**src/htwd_pkg.sv**
```systemverilog
// Shared types and constants for the Huffman tree-walk decoder.
`default_nettype none

package htwd_pkg;

  localparam int MaxNodes    = 512;
  localparam int MemAddrW    = $clog2(MaxNodes);
  localparam int NodeIdxW    = 9;
  localparam int SymW        = 8;
  localparam int ByteW       = 8;
  localparam int BitsPerByte = 8;
  localparam int BitCntW     = $clog2(BitsPerByte + 1);
  localparam int OpW         = 2;
  localparam int InDataW     = 48;
  localparam int OutDataW    = 8;
  localparam int QueueDepth  = 4;
  localparam int QueuePtrW   = $clog2(QueueDepth);
  localparam int QueueCntW   = $clog2(QueueDepth + 1);

  // operation codes carried on the slave tuser
  typedef enum logic [OpW-1:0] {
    OP_WRITE   = 2'd0,
    OP_DECODE  = 2'd1,
    OP_RESTART = 2'd2
  } op_e;

  typedef enum logic [1:0] {
    ST_IDLE,
    ST_STEP,
    ST_CHECK,
    ST_FLUSH
  } state_e;

  typedef struct packed {
    logic                leaf;
    logic [NodeIdxW-1:0] left;
    logic [NodeIdxW-1:0] right;
    logic [SymW-1:0]     sym;
  } node_t;

  typedef struct packed {
    op_e                 kind;
    logic [NodeIdxW-1:0] idx;
    node_t               node;
    logic [ByteW-1:0]    data;
  } item_t;

endpackage

`default_nettype wire

```
**src/htwd_queue.sv**
```systemverilog
// Small FIFO of classified items between front end and walker.
`default_nettype none

module htwd_queue (
  input  wire logic            clk_i,
  input  wire logic            rst_ni,
  input  wire logic            push_i,
  input  wire htwd_pkg::item_t item_i,
  output logic                 ready_o,
  input  wire logic            pop_i,
  output logic                 valid_o,
  output htwd_pkg::item_t      item_o
);

  htwd_pkg::item_t                    slot_q [htwd_pkg::QueueDepth];
  logic [htwd_pkg::QueuePtrW-1:0]     wr_ptr_q, wr_ptr_d;
  logic [htwd_pkg::QueuePtrW-1:0]     rd_ptr_q, rd_ptr_d;
  logic [htwd_pkg::QueueCntW-1:0]     cnt_q, cnt_d;
  logic                               do_push, do_pop;

  assign ready_o = cnt_q != htwd_pkg::QueueCntW'(htwd_pkg::QueueDepth);
  assign valid_o = cnt_q != '0;
  assign item_o  = slot_q[rd_ptr_q];
  assign do_push = push_i & ready_o;
  assign do_pop  = pop_i & valid_o;

  always_comb begin
    wr_ptr_d = do_push ? wr_ptr_q + 1'b1 : wr_ptr_q;
    rd_ptr_d = do_pop ? rd_ptr_q + 1'b1 : rd_ptr_q;
    cnt_d    = cnt_q;
    if (do_push && !do_pop) begin
      cnt_d = cnt_q + 1'b1;
    end else if (do_pop && !do_push) begin
      cnt_d = cnt_q - 1'b1;
    end
  end

  always_ff @(posedge clk_i or negedge rst_ni) begin
    if (!rst_ni) begin
      wr_ptr_q <= '0;
      rd_ptr_q <= '0;
      cnt_q    <= '0;
    end else begin
      wr_ptr_q <= wr_ptr_d;
      rd_ptr_q <= rd_ptr_d;
      cnt_q    <= cnt_d;
    end
  end

  always_ff @(posedge clk_i) begin
    if (do_push) begin
      slot_q[wr_ptr_q] <= item_i;
    end
  end

endmodule

`default_nettype wire

```
**config.mk**
```make
export PLATFORM = sky130hd
export DESIGN_NAME = htwd_queue
export DESIGN_NICKNAME = d
export VERILOG_FILES = /design/src/htwd_pkg.sv /design/src/htwd_queue.sv
export SDC_FILE = /design/constraint.sdc
export NUM_CORES = 1
export LEC_CHECK = 0
export BUFFER_PORTS_ARGS = -buffer_cell sky130_fd_sc_hd__buf_2
export CAP_MARGIN = 10
export CORE_UTILIZATION = 30
export DETAILED_ROUTE_END_ITERATION = 16
export PLACE_DENSITY = 0.52
export SLEW_MARGIN = 20
export SYNTH_ARGS = -nofsm -noshare
export SYNTH_HDL_FRONTEND = slang
export SYNTH_SLANG_ARGS = --single-unit
```
**constraint.sdc**
```tcl
create_clock -name clk_i -period 3.21 [get_ports clk_i]
set_clock_uncertainty 0.15 [all_clocks]
set_input_delay 0.1605 -clock clk_i [delete_from_list [all_inputs] [get_ports clk_i]]
set_output_delay 0.1605 -clock clk_i [all_outputs]
set_load 0.05 [all_outputs]
```
## Word level (Yosys, flattened, before mapping)

Memories as Yosys holds them, arrays and structs flattened.
Cells that the tools add are included.
W data, S select, Z words.

| word-level totals | value |
|---|---|
| bits in registers | 7 |
| memory bits (writable) | 184 |
| output and inout port bits | 48 |
| memories kept | 1 |

| cells by class | value |
|---|---|
| add/sub/neg operators | 4 |
| eq/ne operators | 1 |
| mux-type cells | 4 |
| bitwise operators | 2 |
| reductions and logical operators | 6 |

Memories:

| memory | depth | width | rd ports | clocked after Yosys merged registers in | wr ports | line | text |
|---|---|---|---|---|---|---|---|
| slot_q | 4 | 46 | 1 | 0 | 1 | htwd_queue.sv:15 | `htwd_pkg::item_t slot_q [htwd_pkg::QueueDepth];` |

Operator list:

| cell | number |
|---|---|
| $mux W3 | 2 |
| $add A2 B1 Y2 const B | 2 |
| $add A3 B1 Y3 const B | 1 |
| $ne A3 B3 Y1 const B | 1 |
| $reduce_bool A3 Y1 | 1 |
| $sub A3 B1 Y3 const B | 1 |
| $and A1 B1 Y1 | 2 |
| $logic_and A1 B1 Y1 | 2 |
| $logic_not A1 Y1 | 2 |
| $mux W1 | 2 |
| $reduce_bool A2 Y1 | 1 |

## Depth between registers and ports, before layout

Gate-level depths: netlist (run 1).

| logic depth | value |
|---|---|
| word-level depth | 6 |
| mapped depth | 8 |
| gate-level depth less buffers | 8 |

## Worst setup path before layout (run 1)

OpenSTA, ideal clock, no wires.

| timing | value |
|---|---|
| path kind | reg-to-reg |
| start point | reg cnt_q[0] (netlist name) |
| end point | mem slot_q[0][0] (netlist name) (enable) |
| library setup time | 0.408 ns |
| arrival time | 1.878 ns |
| data required time | 2.652 ns |
| slack | 0.774 ns |
| cell stages (with the launch flop) | 4 |
| buffers on the path | 0 |
| clock period less this slack | 2.436 ns |
| path through | dfrtp_1 nor2_1 a21boi_2 and2_1 |

| between the ends | value |
|---|---|
| cells in the longest elaborated chain, start to end | 4 |

Ends and longest elaborated chain:

| what | line | text |
|---|---|---|
| from (decl) | htwd_queue.sv:18 | `logic [htwd_pkg::QueueCntW-1:0] cnt_q, cnt_d;` |
| from (signal assigned) | htwd_queue.sv:46 | `cnt_q <= cnt_d;` |
| $ne A3 B3 Y1 | htwd_queue.sv:21 | `assign ready_o = cnt_q != htwd_pkg::QueueCntW'(htwd_pkg::QueueDepth);` |
| $and A1 B1 Y1 | htwd_queue.sv:24 | `assign do_push = push_i & ready_o;` |
| named net do_push | htwd_queue.sv:19 | `logic do_push, do_pop;` |
| $mux W1 | htwd_queue.sv:51 | `if (do_push) begin` |
| $mux W1 (not written as such) | htwd_queue.sv:52 | `slot_q[wr_ptr_q] <= item_i;` |
| to (decl) | htwd_queue.sv:15 |  |

The timed path passes the listed nets, and every way through them passes these cells.

==> results of run 1 <==
==> state kept, by name (all words and copies together) (netlist names) <==
register	cells
cnt_q	3
slot_q	184
rd_ptr_q	2
wr_ptr_q	2
==> power by group <==
part	switching, mW	internal (mW)	leakage [nW]
Clock	0.863	1.29	0.277
Sequential	0.270	3.30	1.77
Combinational	2.33	1.11	1.07
Total	3.46	5.71	3.11
==> path summary, 6_finish.rpt <==
| path | end | slack [ns] | from | depth (start not counted) |
|---|---|---|---|---|
| worst min register to register | cnt_q[2] | 0.38 | cnt_q[2] | 1 |
| min in group asynchronous | cnt_q[0] | 0.55 | rst_ni | 3 |
| worst min-delay path | wr_ptr_q[0] | 0.07 | push_i | 3 |
| max in group asynchronous | rd_ptr_q[0] | 2.07 | rst_ni | 3 |
| worst max register to register | cnt_q[2] | 0.93 | cnt_q[1] | 8 |
| worst max-delay path | item_o[7] | 0.60 | rd_ptr_q[0] | 3 |
==> cell usage in the layout, fill, tap and decap left out <==
cell,netlist,routed
edfxtp_1,184,184
buf_2,4,97
dlygate4sd3_1,0,49
mux4_2,46,46
clkbuf_16,0,17
buf_4,2,11
ha_1,5,5
dfrtp_1,7,5
and2_2,0,4
xnor2_1,4,4
bufinv_16,0,4
clkinvlp_4,0,4
inv_1,3,3
nor2_1,2,2
nand2_1,2,2
mux2_2,2,2
xor2_1,2,2
clkinv_1,0,2
clkbuf_1,1,2
buf_12,0,2
a21boi_2,1,1
or3_1,1,1
nand3_1,1,1
fa_1,1,1
inv_6,0,1
dfrtp_4,0,1
dfrtp_2,0,1
==> worst min-delay path, stage by stage <==
cell	delay (ns)
buf_2	0.09
a21boi_2	0.20
xnor2_1	0.14
==> final cells by class <==
cell class / count / area (um^2) / area share [%]
Multi-Input combinational cell: 71 / 1260 / 13.9
Clock buffer: 19 / 433 / 4.77
Sequential cell: 191 / 5710 / 62.9
Timing Repair Buffer: 159 / 1100 / 12.1
Inverter: 3 / 11.3 / 0.124
Clock inverter: 11 / 166 / 1.84
Tap cell: 313 / 392 / 4.32
==> stage by stage <==
| step | utilization, % | instance area (um^2) | setup WS [ns] |
|---|---|---|---|
| after floorplan | - | 7040 | 0.774 |
| after global placement | 34.9 | 7980 | 0.895 |
| after detailed placement | 34.9 | 7980 | 0.853 |
| after CTS | 39.7 | 9070 | 0.519 |
| after global routing | 39.7 | 9070 | 0.443 |
| final | 39.7 | 9070 | 0.603 |
==> layer usage <==
metal	vias up	share of wire, %
met3	9	4.0
met4	0	0.95
met1	1740	45
met5	-	0
li1	1495	-
met2	67	50
==> cells by family after synthesis <==
| kind of cell | share of synthesized area, % |
|---|---|
| simple gates | 0.729 |
| flops | 81.0 |
| xor+xnor | 0.746 |
| buf+inv | 1.19 |
| fa+ha+maj | 1.17 |
| compound gates | 0.160 |
| mux | 15.0 |
==> what timing repair did <==
action | in CTS | in global routing
setup buffers | 0 | 0
setup endpoints to repair | 0 | 0
hold buffers | 49 | 0
endpoints found under the hold margin | 193 | 0
==> impl_metrics.csv, run 1 <==
group,metric,value,unit
worst_setup_path,critPathCaptureType,"output port",
synth,synth.most_common_cell,"edfxtp_1",
global_routing,met3_usage,3.73,%
global_routing,grt_overflow,0,
timing,timing.final.crit_share,81.2,%
synth,postSynth.asyncResetShare,3.66,%
synth,synth-warning-count,0,
clocking,cts_buffers,17,
synth,yosys_register_bits,191,
placement,io_buffers,97,
clocking,cts_tree,"done",
timing,fmax,384,MHz
worst_setup_path,path_buf_inv,2,
placement,finalWeightedCongestion,0.688,
timing,tightest_slew,0.548,ns
floorplanning,start_util,30.8,%
routing,drc_errors,0,
routing,totalWireLength,13600,um
synth,yosysTopAreaCell,"edfxtp_1",
synth,syn-cell-area,0.00704,mm^2
timing,slew_violations,0,
clocking,post_cts_resized,0,
worst_setup_path,worstPathMaxFanout,26,
global_routing,top_usage_layer,"met2",
synth,yosysTopAreaCellShare,78.5,%
synth,ys_top_cells_by_count,"edfxtp_1, mux4_2, dfrtp_1",
floorplanning,design.core.area,0.0228,mm^2
synth,syn_area_per_cell,25.6,um^2
pwr,power,9.17,mW
global_routing,grt_pass1_wl,21000,um
outcome,status,"finished clean",
global_routing,grt_antenna_before_repair,0,
worst_setup_path,crit_required,2.90,ns
flow_run,drv_cap,0,
floorplanning,fp.dieW,155,um
synth,yosysUniqueCellTypes,19,
worst_setup_path,crit_arrival,2.30,ns
worst_setup_path,cp_top_family,"flip-flops",
finish,nFillCells,2115,
clocking,clk_pin_slew_worst_paths,0.06,ns
synth,synthCells,275,
floorplanning,rows,55,
finish,nets,499,
clocking,ctsHtreeMaxLevel,4,
clocking,clk_latency,0.42,ns
timing,hold_violations,0,
global_routing,grt_usage,12.2,%
timing,setup_viol,0,
routing,num_vias,3311,
finish,syn2layout_area_growth,28.8,%
timing,finalCriticalPeriod,2.61,ns
floorplanning,die_y,155,um
global_routing,use_met1,15.1,%
timing,tns,0,ns
global_routing,gr-usage-met2,20.2,%
placement,hpwl,8550,um
hold_path,hold_path_class,"in2reg",
finish,diodes,0,
synth,synth_area_leaders,"edfxtp_1, mux4_2, dfrtp_1, ha_1, xnor2_1",
finish,drive_above_1_share,42.1,%
clocking,cts_sinks,191,
synth,synthFlopType,"edfxtp_1",
synth,synth-edff-count,184,
routing,drtIter0Drc,163,
synth,ys_seq_area_share,81.0,%
worst_setup_path,cpPeakStageDelay,0.76,ns
timing,rsz0062_at_grt,"no",
clocking,cts-root-buf,"clkbuf_16",
routing,drt-wirelength-per-cell,17.7,um
floorplanning,die-area,0.0241,mm^2
timing,hold_ws,0.0664,ns
finish,final_cells,767,
placement,dp_cells,688,
worst_setup_path,start_kind,"flip-flop",
routing,drt_pass1_iterations,4,
worst_setup_path,path_cells,"buf_12, mux4_2, buf_2",
global_routing,grt_max_degree,33,
routing,vias_per_cell,4.32,
floorplanning,ios,98,
global_routing,first_global_vias,3747,
timing,max_slew_margin,63.4,%
clocking,cts_buffer_depth,2,
worst_setup_path,critPathKind,"reg2out",
routing,final_antenna_net_count,0,
pwr,power_leakage,3.11,nW
synth,syn_nets,331,
worst_setup_path,crit_slowest_cell,"dfrtp_4",
pwr,ir_worst_vdd,358,uV
pwr,power_density,1010,mW/mm^2
(Power assumes the default switching activity.)
==> run 2, diff against run 1 <==
--- a/config.mk
+++ b/config.mk
@@ -9,7 +9,7 @@
 export CAP_MARGIN = 10
 export CORE_UTILIZATION = 30
 export DETAILED_ROUTE_END_ITERATION = 16
-export PLACE_DENSITY = 0.52
+export PLACE_DENSITY = 0.54
 export SLEW_MARGIN = 20
 export SYNTH_ARGS = -nofsm -noshare
 export SYNTH_HDL_FRONTEND = slang
==> constraint.sdc (replaced) <==
create_clock -name clk_i -period 2.3 [get_ports clk_i]
set_clock_uncertainty 0.15 [all_clocks]
set_input_delay 0.115 -clock clk_i [delete_from_list [all_inputs] [get_ports clk_i]]
set_output_delay 0.115 -clock clk_i [all_outputs]
set_load 0.05 [all_outputs]
==> impl_metrics.csv, run 2 (same netlist as run 1, synthesis figures left out) <==
group,metric,value,unit
worst_setup_path,r2r-start,"cnt_q[1]",
finish,nFillCells,2118,
clocking,cts_tree,"done",
placement,dp_cells,690,
flow_run,drv_cap,0,
worst_setup_path,crit_required,2.04,ns
worst_setup_path,crit_arrival,1.92,ns
finish,diodes,0,
finish,final_util,40.2,%
pwr,power_density,1410,mW/mm^2
global_routing,grt_overflow,0,
global_routing,first_global_vias,3646,
routing,final_antenna_net_count,0,
floorplanning,fp.dieW,155,um
finish,final_cells,771,
timing,max_slew_margin,73.3,%
global_routing,grt_max_degree,28,
routing,drt_pass1_iterations,4,
timing,finalCriticalPeriod,2.19,ns
routing,top_layer,"met4",
worst_setup_path,critPathKind,"reg2out",
pwr,ir_worst_vdd,700,uV
hold_path,whs_path_depth,4,
floorplanning,design.core.area,0.0228,mm^2
global_routing,grt_pass1_wl,20300,um
timing,fmax,457,MHz
timing,setup_viol,0,
clocking,cts_sinks,191,
finish,regMostFlops,"slot_q",
clocking,cts_buffers,17,
timing,tns,0,ns
global_routing,grt_antenna_before_repair,0,
finish,final_cell_mix,"edfxtp_1, buf_2, dlygate4sd3_1",
worst_setup_path,ff2ff_path_depth,8,
floorplanning,ios,98,
hold_path,min_from,"push_i",
timing,rsz0062_at_grt,"no",
floorplanning,start_util,30.8,%
clocking,postCtsSetupRepairBufs,0,
pwr,power_leakage,3.16,nW
routing,wl_met1,5850,um
finish,drive_above_1_share,44.1,%
finish,largest_register_ffs,184,
routing,vias_per_cell,4.34,
worst_setup_path,critPathCaptureType,"output port",
finish,syn2layout_area_growth,30.3,%
finish,nets,501,
clocking,cts-root-buf,"clkbuf_16",
routing,drt-wirelength-per-cell,16.8,um
timing,hold_violations,0,
worst_setup_path,worstPathMaxFanout,27,
clocking,clk_pin_slew_worst_paths,0.07,ns
worst_setup_path,reg2reg_slack,0.13,ns
floorplanning,rows,55,
clocking,cts_buffer_depth,2,
routing,drc_errors,0,
placement,finalWeightedCongestion,0.660,
routing,wl_met2,6600,um
hold_path,hold_path_class,"in2reg",
worst_setup_path,r2r-end,"cnt_q[2]",
worst_setup_path,start_kind,"flip-flop",
routing,num_vias,3348,
floorplanning,die-area,0.0241,mm^2
finish,final_common_cell,"edfxtp_1",
finish,reg.largest.list,"slot_q (184), cnt_q (3)",
timing,tightest_slew,0.401,ns
placement,hpwl,7990,um
timing,hold_ws,0.119,ns
global_routing,grt_usage,11.6,%
hold_path,holdPathEnd,"wr_ptr_q[0]",
timing,timing.final.crit_share,95.2,%
clocking,ctsHtreeMaxLevel,4,
placement,io_buffers,97,
timing,slew_violations,0,
clocking,clk_latency,0.42,ns
floorplanning,die_y,155,um
pwr,power,12.9,mW
outcome,status,"finished clean",
routing,totalWireLength,13000,um
routing,drtIter0Drc,123,
routing,dr_wl_met3,415,um
## run 2: changes by cell type in the layout (fill, tap and decap cells not counted), sizes merged
cell      previous run  this run
bufinv               4         2
clkbuf              19        17
inv                  4         9
clkinvlp             4         1
buf                110       112
clkinv               2         6
## run 2: power by group
part           switching (mW)  internal [mW]
clock                    1.38           1.66
sequential              0.166           4.61
combinational            3.47           1.67
total                    5.01           7.94
## run 2: timing repair
action	4_1_cts	5_1_grt
endpoints found under the setup margin	0	1
hold buffers	49	0
hold endpoints to repair	193	0
resized for setup	0	3
## run 2: through the flow
| step | setup WS, ns | instance area (um^2) |
|---|---|---|
| floorplan | 0.0608 | 7050 |
| global placement | 0.169 | 8050 |
| detailed placement | 0.0854 | 8050 |
| CTS | 0.0574 | 9160 |
| global route | 0.00720 | 9180 |
| finish | 0.110 | 9180 |
## run 2: metal layers
layer | up-vias | GRT usage, %
li1 | 1510 | -
met1 | 1762 | 14.7
met2 | 69 | 19.1
met3 | 7 | 3.31
met4 | 0 | 3.83
met5 | - | 0
## run 2: worst max-delay path by stage
stage                           start         end  slack [ns]  depth (start not counted)
after floorplan              cnt_q[1]    cnt_q[2]        0.06                          8
after global placement       cnt_q[1]    cnt_q[2]        0.17                          8
after detailed placement     cnt_q[1]    cnt_q[2]        0.09                          8
after CTS                    cnt_q[1]    cnt_q[2]        0.06                          8
after global routing         cnt_q[1]    cnt_q[2]       0.007                          8
final                     rd_ptr_q[0]  item_o[22]        0.11                          3
## run 2: critical path: stages, from the launching register on
cell     delay, ns
dfrtp_4       0.44
buf_12        0.24
mux4_2        0.55
buf_2         0.23
## run 2: final cells by class
class,count,area [um^2],area share [%]
Inverter,3,11.3,0.123
Clock buffer,17,425,4.64
Tap cell,313,392,4.27
Clock inverter,15,198,2.15
Multi-Input combinational cell,71,1280,14.0
Timing Repair Buffer,161,1160,12.7
Sequential cell,191,5710,62.2
==> run 3, diff against run 2 <==
--- a/config.mk
+++ b/config.mk
@@ -7,9 +7,9 @@
 export LEC_CHECK = 0
 export BUFFER_PORTS_ARGS = -buffer_cell sky130_fd_sc_hd__buf_2
 export CAP_MARGIN = 10
-export CORE_UTILIZATION = 30
+export CORE_UTILIZATION = 51
 export DETAILED_ROUTE_END_ITERATION = 16
-export PLACE_DENSITY = 0.54
+export PLACE_DENSITY = 0.8
 export SLEW_MARGIN = 20
 export SYNTH_ARGS = -nofsm -noshare
 export SYNTH_HDL_FRONTEND = slang
==> impl_metrics.csv, run 3 (same netlist as run 1, synthesis figures left out) <==
group,metric,value,unit
outcome,status,"finished clean",
finish,diodes,0,
placement,hpwl,6920,um
pwr,power,13.1,mW
routing,num_vias,3369,
finish,final_cell_mix,"edfxtp_1, buf_2, dlygate4sd3_1",
floorplanning,start_util,52.7,%
pwr,p_comb_share,39.2,%
global_routing,grt_antenna_before_repair,0,
placement,io_buffers,97,
clocking,cts_tree,"done",
floorplanning,fp.dieW,119,um
finish,final_common_cell,"edfxtp_1",
clocking,clk_latency,0.42,ns
routing,wl_met2,6070,um
timing,tns,0,ns
pwr,switching_power,4.86,mW
clocking,clk_pin_slew_worst_paths,0.07,ns
placement,dp_cells,552,
timing,worst_slack,0.0725,ns
global_routing,grt_max_degree,25,
hold_path,hold_path_class,"in2reg",
worst_setup_path,critPathCaptureType,"output port",
worst_setup_path,worstPathMaxFanout,24,
routing,top_layer,"met4",
floorplanning,die_y,119,um
placement,place_ws,0.0664,ns
finish,largest_register_ffs,184,
global_routing,grt_usage,18.4,%
routing,dr_wl_met3,609,um
finish,regMostFlops,"slot_q",
timing,max_slew_margin,71.3,%
timing,finalCriticalPeriod,2.23,ns
placement,finalWeightedCongestion,0.655,
clocking,cts_sinks,191,
worst_setup_path,crit_arrival,1.96,ns
clocking,cts-root-buf,"clkbuf_16",
floorplanning,design.core.area,0.0133,mm^2
timing,hold_ws,0.119,ns
global_routing,grt_overflow,0,
timing,hold_violations,0,
routing,drc_errors,0,
pwr,clkPwrFrac,23.7,%
routing,vias_per_cell,5.27,
finish,reg.largest.list,"slot_q (184), cnt_q (3)",
clocking,cts_buffers,17,
global_routing,grt_pass1_wl,18800,um
pwr,ir_worst_vdd,777,uV
floorplanning,die-area,0.0143,mm^2
clocking,cts_buffer_depth,2,
global_routing,first_global_vias,3639,
timing,tightest_slew,0.430,ns
routing,wl_met1,4960,um
placement,postPlaceCellArea,0.00789,mm^2
worst_setup_path,critPathKind,"reg2out",
timing,setup_viol,0,
finish,nets,506,
pwr,intPower,8.24,mW
worst_setup_path,crit_required,2.04,ns
timing,slew_violations,0,
floorplanning,ios,98,
routing,final_antenna_net_count,0,
finish,final_util,68.0,%
timing,fmax,449,MHz
finish,design_area,0.00908,mm^2
routing,drt-wirelength-per-cell,18.6,um
pwr,power_leakage,3.19,nW
pwr,seqPwrFrac,37.1,%
pwr,swShare,37.1,%
routing,drt_pass1_iterations,6,
timing,timing.final.crit_share,96.8,%
finish,drive_above_1_share,44.5,%
timing,rsz0062_at_grt,"no",
finish,final_cells,639,
clocking,ctsHtreeMaxLevel,4,
pwr,power_density,1440,mW/mm^2
flow_run,drv_cap,0,
finish,syn2layout_area_growth,29.0,%
floorplanning,rows,42,
routing,drtIter0Drc,228,
worst_setup_path,start_kind,"flip-flop",
routing,totalWireLength,11900,um
==> run 3: changes by cell type in the layout (fill, tap and decap cells not counted), moves of 2 or more <==
cell | previous run | this run
bufinv_16 | 2 | 4
clkinv_4 | 4 | 1
buf_4 | 9 | 12
inv_8 | 4 | 1
clkinv_8 | 2 | 0
clkinvlp_4 | 1 | 3
inv_6 | 2 | 4
==> run 3: critical path, cell delays in order, from the launching register on <==
cell,delay (ns)
dfrtp_4,0.49
buf_16,0.22
mux4_2,0.56
buf_2,0.24
==> run 3: layout make-up <==
class	instances	area, um^2
clock buffer	18	439
sequential	191	5710
fill	866	4270
multi-input combinational	71	1270
tap	176	220
clock inverter	14	201
inverter	3	11.3
timing repair buffer	166	1230
==> run 3: worst paths after layout <==
kind | from | endpoint | slack, ns | depth (start not counted)
min in group asynchronous | rst_ni | cnt_q[2] | 0.51 | 3
setup / recovery | rd_ptr_q[0] | item_o[41] | 0.07 | 3
max in group asynchronous | rst_ni | rd_ptr_q[0] | 1.20 | 3
hold / removal | push_i | wr_ptr_q[0] | 0.12 | 4
hold reg to reg | wr_ptr_q[1] | wr_ptr_q[1] | 0.43 | 1
setup reg to reg | cnt_q[1] | cnt_q[2] | 0.13 | 8
==> run 3: power groups by stage <==
stage,sequential [mW],combinational [mW],clock [mW]
floorplan,4.81,3.91,0
global placement,4.92,4.95,0
detailed placement,4.98,5.00,0
CTS,4.87,5.16,3.18
global route,4.92,5.42,3.30
finish,4.86,5.14,3.10
==> run 3: repair_timing <==
| action | CTS | global route |
|---|---|---|
| buffers inserted | 3 | 3 |
| endpoints found under the hold margin | 193 | 0 |
| hold buffers | 49 | 0 |
| gates resized for setup | 1 | 2 |
| pin swaps | 0 | 2 |
| endpoints found under the setup margin | 24 | 1 |
==> run 3: metal layers <==
layer,track usage [%],vias to the layer above
li1,-,1516
met1,23.2,1725
met2,30.1,103
met3,4.75,25
met4,8.75,0
met5,0,-
